`config.mk`:
```
export PLATFORM = sky130hd
export DESIGN_NAME = modular_inverse_ext_euclid_unit
export DESIGN_NICKNAME = d
export VERILOG_FILES = /design/src/rtl/core/mie_pkg.sv /design/src/rtl/core/mie_ctrl.sv /design/src/rtl/core/mie_datapath.sv /design/src/rtl/core/modular_inverse_ext_euclid_unit.sv
export VERILOG_INCLUDE_DIRS = /design/src /design/src/rtl/core
export SDC_FILE = /design/constraint.sdc
export NUM_CORES = 1
export LEC_CHECK = 0
export BUFFER_PORTS_ARGS = -buffer_cell sky130_fd_sc_hd__buf_2
export CAP_MARGIN = 20
export CORE_MARGIN = 3
export CORE_UTILIZATION = 30
export DETAILED_ROUTE_END_ITERATION = 6
export PLACE_DENSITY = 0.46
export SLEW_MARGIN = 25
export SYNTH_ARGS = -nofsm -noshare
export SYNTH_HDL_FRONTEND = slang
export SYNTH_SLANG_ARGS = --single-unit
```
`constraint.sdc`:
```
create_clock -name clk -period 18.1 [get_ports clk]
set_clock_uncertainty 0.05 [all_clocks]
set_input_delay 3.62 -clock clk [delete_from_list [all_inputs] [get_ports clk]]
set_output_delay 3.62 -clock clk [all_outputs]
set_load 0.02 [all_outputs]
```
`src/rtl/core/assert_macros.svh`:
```
// Assertion macros used by the top level of the modular inverse unit.
`ifndef ASSERT_MACROS_SVH
`define ASSERT_MACROS_SVH
`ifndef SYNTH
`define ASSERT_PROP(lbl, clk, rst_n, prop) \
	lbl: assert property (@(posedge clk) disable iff (!rst_n) prop) \
	else $error("assertion failed");
`define ASSERT_NEVER(lbl, clk, rst_n, expr) \
	lbl: assert property (@(posedge clk) disable iff (!rst_n) !(expr)) \
	else $error("forbidden condition seen");
`else
`define ASSERT_PROP(lbl, clk, rst_n, prop)
`define ASSERT_NEVER(lbl, clk, rst_n, expr)
`endif
`endif

```
`src/rtl/core/mie_pkg.sv`:
```
// Shared types and constants of the modular inverse unit.
package mie_pkg;
	localparam int WIDTH_DEF = 32;

	typedef enum logic [2:0] {
		ST_IDLE,
		ST_ALIGN,
		ST_DIV,
		ST_UPDATE,
		ST_FINISH
	} state_t;

	typedef struct packed {
		logic load;
		logic align_shift;
		logic div;
		logic update;
		logic finish;
	} ctl_t;

	typedef struct packed {
		logic r1_zero;
		logic fits;
		logic last;
	} sts_t;
endpackage

```
`src/rtl/core/mie_ctrl.sv`:
```
// Sequencer that steps the shared divide unit through the Euclid iterations.
module mie_ctrl
	import mie_pkg::*;
(
	input  logic clk,
	input  logic arst_n,
	input  logic start,
	input  sts_t sts,
	output ctl_t ctl,
	output logic busy
);
	state_t state_q, state_next;

	always_ff @(posedge clk or negedge arst_n) begin
		if (!arst_n) begin
			state_q <= ST_IDLE;
		end else begin
			state_q <= state_next;
		end
	end

	always_comb begin
		state_next = state_q;
		ctl = '0;
		case (state_q)
			ST_IDLE: begin
				if (start) begin
					ctl.load = 1'b1;
					state_next = ST_ALIGN;
				end
			end
			ST_ALIGN: begin
				// A zero remainder ends the algorithm; otherwise line the divisor
				// up under the dividend one bit a cycle.
				if (sts.r1_zero) begin
					state_next = ST_FINISH;
				end else if (sts.fits) begin
					ctl.align_shift = 1'b1;
				end else begin
					state_next = ST_DIV;
				end
			end
			ST_DIV: begin
				ctl.div = 1'b1;
				if (sts.last) begin
					state_next = ST_UPDATE;
				end
			end
			ST_UPDATE: begin
				ctl.update = 1'b1;
				state_next = ST_ALIGN;
			end
			ST_FINISH: begin
				ctl.finish = 1'b1;
				state_next = ST_IDLE;
			end
			default: begin
				state_next = ST_IDLE;
			end
		endcase
	end

	assign busy = (state_q != ST_IDLE);
endmodule

```
`src/rtl/core/mie_datapath.sv`:
```
// Remainder and coefficient registers around one shift-subtract-accumulate unit.
module mie_datapath
	import mie_pkg::*;
#(
	parameter int WIDTH = WIDTH_DEF
) (
	input  logic             clk,
	input  logic             arst_n,
	input  ctl_t             ctl,
	input  logic [WIDTH-1:0] value,
	input  logic [WIDTH-1:0] modulus,
	output sts_t             sts,
	output logic             done,
	output logic [WIDTH-1:0] inverse,
	output logic [WIDTH-1:0] divisor,
	output logic             has_inverse
);
	localparam int CW = $clog2(WIDTH);

	logic [WIDTH-1:0] r0_q, r1_q, rem_q, d_q, s0_q, s1_q, acc_q, m_q;
	logic [CW-1:0]    k_q;
	logic             odd_q;

	logic             ge;
	logic [WIDTH-1:0] rem_sub, acc_next, s_next;
	logic [WIDTH-1:0] red, inv_val;
	logic             ok;

	assign ge       = (rem_q >= d_q);
	assign rem_sub  = rem_q - d_q;
	// The quotient comes out high bit first, so q*s1 builds up by shift and add.
	assign acc_next = {acc_q[WIDTH-2:0], 1'b0} + (ge ? s1_q : '0);
	assign s_next   = s0_q + acc_q;

	assign sts.r1_zero = (r1_q == '0);
	assign sts.fits    = ({d_q, 1'b0} <= {1'b0, rem_q});
	assign sts.last    = (k_q == '0);

	// The final coefficient magnitude stays below twice the modulus.
	assign red     = (s0_q >= m_q) ? (s0_q - m_q) : s0_q;
	assign ok      = (r0_q == {{(WIDTH-1){1'b0}}, 1'b1}) && (m_q != '0);
	assign inv_val = (odd_q && (red != '0)) ? (m_q - red) : red;

	always_ff @(posedge clk) begin
		if (ctl.load) begin
			r0_q  <= value;
			r1_q  <= modulus;
			m_q   <= modulus;
			rem_q <= value;
			d_q   <= modulus;
			s0_q  <= {{(WIDTH-1){1'b0}}, 1'b1};
			s1_q  <= '0;
			acc_q <= '0;
			k_q   <= '0;
			odd_q <= 1'b0;
		end else if (ctl.align_shift) begin
			d_q <= {d_q[WIDTH-2:0], 1'b0};
			k_q <= k_q + CW'(1);
		end else if (ctl.div) begin
			if (ge) begin
				rem_q <= rem_sub;
			end
			acc_q <= acc_next;
			d_q   <= {1'b0, d_q[WIDTH-1:1]};
			k_q   <= k_q - CW'(1);
		end else if (ctl.update) begin
			// Shift the remainder pair and preset the divider for the next step.
			r0_q  <= r1_q;
			r1_q  <= rem_q;
			s0_q  <= s1_q;
			s1_q  <= s_next;
			odd_q <= ~odd_q;
			rem_q <= r1_q;
			d_q   <= rem_q;
			acc_q <= '0;
			k_q   <= '0;
		end
		if (ctl.finish) begin
			divisor     <= r0_q;
			has_inverse <= ok;
			inverse     <= ok ? inv_val : '0;
		end
	end

	always_ff @(posedge clk or negedge arst_n) begin
		if (!arst_n) begin
			done <= 1'b0;
		end else begin
			done <= ctl.finish;
		end
	end
endmodule

```
`src/rtl/core/modular_inverse_ext_euclid_unit.sv`:
```
// Top level of the modular inverse unit based on the extended Euclidean algorithm.
// Usage: drive value and modulus and raise start while busy is low; the item is
// taken at that clock edge and busy rises on the next cycle.
// The unit runs the Euclid remainder sequence with one shift-subtract divider
// that also accumulates the quotient times the running Bezout coefficient.
// Each Euclid step shifts the divisor up under the remainder (ALIGN, ending once
// twice the divisor exceeds the remainder), then subtracts and shifts it back down
// one quotient bit at a time (DIV) and updates the registers (UPDATE); the
// sequence ends with one more check and a finishing state (FINISH). The time an
// item takes depends on its operands, and start is taken only while idle.
// The result is registered on inverse, divisor and has_inverse as done goes high
// for exactly one cycle, in the cycle in which busy has already fallen, so the next
// item may be started while the result is on the ports.
// The receiver cannot hold a result off; it must take it in that cycle.
// inverse lies in 0..modulus-1 and is zero when no inverse exists.
// Reset, asynchronous and active low, returns the sequencer to idle and clears
// done; an item in flight is dropped.
`include "assert_macros.svh"
module modular_inverse_ext_euclid_unit
	import mie_pkg::*;
#(
	parameter int WIDTH = WIDTH_DEF
) (
	input  logic             clk,
	input  logic             arst_n,
	input  logic             start,
	output logic             busy,
	input  logic [WIDTH-1:0] value,
	input  logic [WIDTH-1:0] modulus,
	output logic             done,
	output logic [WIDTH-1:0] inverse,
	output logic [WIDTH-1:0] divisor,
	output logic             has_inverse
);
	ctl_t ctl;
	sts_t sts;

	mie_ctrl u_ctrl (
		.clk    (clk),
		.arst_n (arst_n),
		.start  (start),
		.sts    (sts),
		.ctl    (ctl),
		.busy   (busy)
	);

	mie_datapath #(
		.WIDTH (WIDTH)
	) u_datapath (
		.clk         (clk),
		.arst_n      (arst_n),
		.ctl         (ctl),
		.value       (value),
		.modulus     (modulus),
		.sts         (sts),
		.done        (done),
		.inverse     (inverse),
		.divisor     (divisor),
		.has_inverse (has_inverse)
	);

	`ASSERT_PROP(a_done_single, clk, arst_n, done |=> !done)
	`ASSERT_PROP(a_start_busy, clk, arst_n, (start && !busy) |=> busy)
	`ASSERT_PROP(a_inv_gcd_one, clk, arst_n, (done && has_inverse) |-> (divisor == 1))
	`ASSERT_NEVER(a_inv_zero, clk, arst_n, done && !has_inverse && (inverse != '0))
endmodule
```
* Word level (Yosys, flattened, before mapping)
Cells that the tools add are included.
W data, S select, Z words.
** Storage, ports and cells
- Output and inout port bits :: 67
- Input bits :: 67
- Logic and storage cells :: 93
- Register bits after elaboration :: 331
** Cells by class
- Equal/unequal tests :: 11
- Bitwise operators :: 3
- $lt $le $gt $ge :: 3
- Add/sub/neg operators :: 7
- Mux-type cells :: 36
- Reduce and logical (&&, ||, !) cells :: 18
** Operator list (count)
- $mux W32 :: 20
- $sub A32 B32 Y32 :: 3
- $add A32 B32 Y32 :: 2
- $ge A32 B32 Y1 :: 2
- $reduce_bool A32 Y1 :: 2
- $le A33 B32 Y1 :: 1
- $eq A32 B1 Y1 const B :: 1
- $logic_not A32 Y1 :: 1
- $mux W5 :: 3
- $mux W3 :: 4
- $pmux W3 S4 :: 1
- $reduce_and A3 Y1 :: 4
- $reduce_bool A3 Y1 :: 3
- $mux W1 :: 8
- $eq A3 B2 Y1 const B :: 2
- $add A5 B1 Y5 const B :: 1
- $logic_not A5 Y1 :: 1
- $sub A5 B1 Y5 const B :: 1
- $ne A2 B1 Y1 const B :: 2
- $ne A2 B2 Y1 const B :: 2
- $reduce_bool A2 Y1 :: 2
- $reduce_bool A4 Y1 :: 1
- $eq A3 B1 Y1 const B :: 1
- $eq A3 B3 Y1 const B :: 1
- other kinds (6) :: 9

* Logic depth before layout (Yosys ltp)
- Depth after elaboration :: 6
- Mapped depth :: 40
- Mapped depth without buffers :: 40

* By module
A second synthesis with hierarchy kept.
** Unflattened totals
- Cell total of the unflattened synthesis :: 2536
- Area total of the unflattened synthesis :: 22786.9 µm²
** Modules (own cells, without submodules)
- mie_datapath :: area an instance 22605.4 µm², instances 1, cells an instance 2516, sequential area each 8823.5 µm²
- mie_ctrl :: area an instance 181.4 µm², instances 1, cells an instance 20, sequential area each 75.1 µm²

* Least setup slack after synthesis
No wires, ideal clock.
- Path kind :: flip-flop to flip-flop
- Start :: register u_datapath.d_q[2]
- End :: register u_datapath.acc_q[31]
- Clock period less this slack :: 7.005 ns
- Setup slack :: 11.095 ns
- Buffers on the path :: 0
- Arrival :: 6.823 ns
- Stages on the path, launching flop included :: 40
- Setup time :: 0.131 ns
- Data required time :: 17.919 ns
- Cells stage by stage :: edfxtp_1 > inv_1 > ha_1 > nor2b_1 > o21ai_0 > a21boi_0 > o21ai_0 > a21boi_0 > o21ai_0 > a21boi_0 > o21ai_0 > a21boi_0 > o21ai_0 > a21oi_1 > o41ai_1 > a31o_2 > o211ai_1 > a21o_1 > (+4 left out) > nor2_1 > nor2_1 > o21bai_1 > a21oi_1 > o21bai_1 > a21oi_1 > o21bai_1 > a21oi_1 > o21bai_1 > a21oi_1 > o21ai_0 > a21o_1 > o21ai_0 > o2111a_1 > o221ai_1 > a21oi_1 > xnor2_1 > o21ai_0
** On the way
- Word-level cells in the longest chain between the ends :: 6
- Elaborated cells on any way between the ends :: 10
- Classes of those cells :: add/sub (1); order compare (2); mux (5); bitwise (1); reduce/logical (1)
** Ends and longest elaborated chain
- start, declared :: line mie_datapath.sv:20 : logic [WIDTH-1:0] r0_q, r1_q, rem_q, d_q, s0_q, s1_q, acc_q, m_q;
- start signal, assigned :: line mie_datapath.sv:50 : d_q <= modulus;
- start signal, assigned :: line mie_datapath.sv:57 : d_q <= {d_q[WIDTH-2:0], 1'b0};
- start signal, assigned :: line mie_datapath.sv:64 : d_q <= {1'b0, d_q[WIDTH-1:1]};
- branches (longest 6 deep; another with $ge A32 B32 Y1)
- end signal, assigned :: line mie_datapath.sv:63 : acc_q <= acc_next;
- end, declared :: line mie_datapath.sv:20
Parallel ways; which one is timed is not known.
A chain may end at the register's enable or synchronous reset.

* Worst setup path in the final report
Same ends and word-level chain as after synthesis.

==> results.yml <==
clocking:
  htreeDepth: 2
  ctsHoldBuffers: 0
  clock-sinks: 331
  postCtsSetupRepairBufs: 0
  cts_made_buffers: 40
  clockRootBuffer: "clkbuf_16"
  cts_tree: "yes"
  clk-insertion-delay-late_ps: 580
  cts_buffer_depth: 3
  post_cts_resized: 0
  path_clk_slew_ps: 70
sta:
  worst_hold_slack_ps: 400
  maxSlewHeadroom_pct: 30.9
  setup_viol: 0
  clock.fmax_ghz: 0.117
  period_share_pct: 47.1
  period_needed_ps: 8530
  slew_violations: 0
  worst_pin_slew_ps: 1030
  finalSetupTns_ps: 0
  grt_setup_unrepaired: "no"
  hold_viol: 0
setup_path:
  worstSetupPathType: "reg2reg"
  crit_path_max_fanout: 33
  worstPathRequired_ps: 18510
  worst_path_most_repeated_cell: "o21ai_0"
  critical_path_buf_inv_count: 2
  worst-path-stages: 40
  arrival_ps: 8930
  slowest_delay_ps: 590
  end_kind: "flip-flop"
  ff2ff_path_depth: 40
  critical-path-top-delay-family: "compound AO/OA/AOI/OAI gates"
  slowest_stage: "o41ai_1"
  cp-start-kind: "flip-flop"
detailed_routing:
  drtPass1Iterations: 5
  vias: 18800
  drt_iter0_markers: 1488
  antenna_left: 0
  wl_per_cell_um: 20.5
  vias_per_cell: 5.31
  drt-total-wl_mm: 72.5
  drc: 0
yosys:
  ys_warn_count: 0
  synth_ff_type: "edfxtp_1"
  syn_nets: 2699
  ys_types: 94
  ys_async_sr_fraction_pct: 1.21
  ys_seq_area_share_pct: 39.9
  syn_inst: 2455
  avgSynthCellArea_um2: 9.08
  syn_area_um2: 22300
  synth_edf_count: 225
  ys_seq_elements: 331
power_and_ir_drop:
  peakVddDrop_v: 0.0000747
  leakagePower_uw: 0.0105
  p_total_uw: 4060
  powerDensity_nw_per_um2: 160
status:
  outcome: "complete, no violations"
cells_and_area:
  final_util_pct: 34.7
  synthToLayoutAreaGrowth_pct: 13.9
  drive_gt1_share_pct: 10.6
  nets: 2800
floorplan:
  ios: 134
  initial_utilization_pct: 30.4
  die_x_um: 279
  fp.dieH_um: 279
  dieArea_um2: 77600
  std_cell_rows: 99
  core_um2: 73200
global_route:
  grt_usage_pct: 18.2
  overflow: 0
  antenna_found_initial: 1
  grt_pass1_wl_mm: 111
  grt_max_degree: 107
  first_global_vias: 18900
placed_design:
  gp_congestion: 0.899
  io_buffers: 133
  dpl.hpwl_mm: 53.6
job:
  drv_cap: 0
hold_path:
  hold_depth: 0
  hp-class: "reg2reg"
==> worst reg2reg max path: cells and delay by family (launching register included) <==
| kind | cells | cell delay (ps) |
|---|---|---|
| compound gates | 30 | 6010 |
| xor+xnor | 1 | 130 |
| fa+ha+maj | 3 | 980 |
| buf+inv | 2 | 280 |
| flops | 1 | 380 |
| simple gates | 4 | 590 |
==> layout make-up <==
cell class                      count  area (um^2)
Antenna cell                        1         2.50
Clock buffer                       47         1070
Clock inverter                     25          263
Fill cell                        7498        47800
Inverter                          169          639
Multi-Input combinational cell   1860        12500
Sequential cell                   331         8900
Tap cell                          959         1200
Timing Repair Buffer              154          823
==> power breakdown <==
part / switching, uW / internal, uW
clock network: 353 / 471
logic: 1200 / 697
registers: 200 / 1140
==> placed cells by master (no fill, tap or decap), types with 7 or more instances in the layout <==
| master | count |
|---|---|
| xnor2_1 | 98 |
| edfxtp_1 | 225 |
| buf_2 | 133 |
| a31oi_1 | 14 |
| a21oi_1 | 128 |
| xor2_1 | 40 |
| o211ai_1 | 13 |
| inv_1 | 166 |
| clkinvlp_4 | 7 |
| dfxtp_1 | 102 |
| buf_4 | 21 |
| or3_1 | 12 |
| nand4_1 | 30 |
| nand2_1 | 335 |
| a22oi_1 | 27 |
| o31ai_1 | 28 |
| nor4_1 | 28 |
| o21bai_1 | 17 |
| o21a_1 | 22 |
| a21boi_0 | 13 |
| nor2_1 | 132 |
| nor3_1 | 31 |
| mux2i_1 | 49 |
| nand2b_1 | 23 |
| o21ai_0 | 182 |
| or2_2 | 9 |
| nand3_1 | 109 |
| and2_1 | 49 |
| a211oi_1 | 16 |
| nor2b_1 | 20 |
| a21o_1 | 67 |
| clkbuf_16 | 41 |
| o221ai_1 | 34 |
| maj3_1 | 10 |
| and3_1 | 15 |
| ha_1 | 172 |
==> stage by stage <==
step / worst slack (ps) / cell area [um^2] / std cells
floorplan: 11100 / 22300 / 2455
global route: 8770 / 25400 / 3545
CTS: 9570 / 25400 / 3545
global placement: 9770 / 24000 / 3473
finish: 9570 / 25400 / 3546
detailed placement: 9630 / 24000 / 3473
==> layer usage <==
layer  routed length [um]  global-route usage, %
met5                    0                      0
met4                 2270                   6.17
met3                 2940                   2.51
met2                34600                   31.2
met1                32700                   23.7
==> path summary, 6_finish.rpt <==
check | end | slack (ps) | from
max in group asynchronous | u_ctrl.state_q[2] | 15070 | arst_n
max | u_datapath.acc_q[31] | 9570 | u_datapath.d_q[2]
min in group asynchronous | u_ctrl.state_q[0] | 2790 | arst_n
min reg2reg | u_datapath.divisor[12] | 400 | u_datapath.r0_q[12]
min | u_datapath.divisor[12] | 400 | u_datapath.r0_q[12]
max reg2reg | u_datapath.acc_q[31] | 9570 | u_datapath.d_q[2]
==> logic make-up after synthesis <==
logic type / synth area share (%)
AO/OA/AOI/OAI: 19.7
multiplexers: 2.25
flip-flops: 39.9
XOR/XNOR: 5.42
buffers and inverters: 4.49
AND/OR/NAND/NOR: 17.4
adder cells (fa/ha/maj): 10.8
==> Yosys cell counts (8+ instances only) <==
| master | count | share of area (%) |
|---|---|---|
| dfxtp_1 | 102 | 9.2 |
| nor4_1 | 28 | 0.79 |
| o211ai_1 | 13 | 0.44 |
| a22oi_1 | 27 | 0.91 |
| maj3_1 | 10 | 0.45 |
| xnor2_1 | 98 | 3.9 |
| clkbuf_1 | 74 | 1.2 |
| nor3_1 | 31 | 0.70 |
| ha_1 | 172 | 9.7 |
| o21a_1 | 22 | 0.74 |
| and3_1 | 15 | 0.42 |
| edfxtp_1 | 225 | 30 |
| nand4_1 | 30 | 0.84 |
| a21oi_1 | 129 | 2.9 |
| o221ai_1 | 34 | 1.3 |
| nand3_1 | 110 | 2.5 |
| a21boi_0 | 13 | 0.44 |
| xor2_1 | 40 | 1.6 |
| mux2i_1 | 49 | 2.2 |
| or3_1 | 12 | 0.34 |
| buf_1 | 13 | 0.22 |
| a31oi_1 | 14 | 0.39 |
| nor2b_1 | 20 | 0.56 |
| a211oi_1 | 16 | 0.54 |
| inv_1 | 167 | 2.8 |
| and2_1 | 49 | 1.4 |
| nand2b_1 | 24 | 0.67 |
| nor2_1 | 135 | 2.3 |
| a21o_1 | 67 | 2.3 |
| o31ai_1 | 28 | 0.94 |
| o21bai_1 | 17 | 0.57 |
| o21ai_0 | 183 | 4.1 |
| nand2_1 | 336 | 5.7 |
| or2_2 | 9 | 0.25 |
| buf_2 | 8 | 0.18 |
Power figures use the tool's default switching activity.
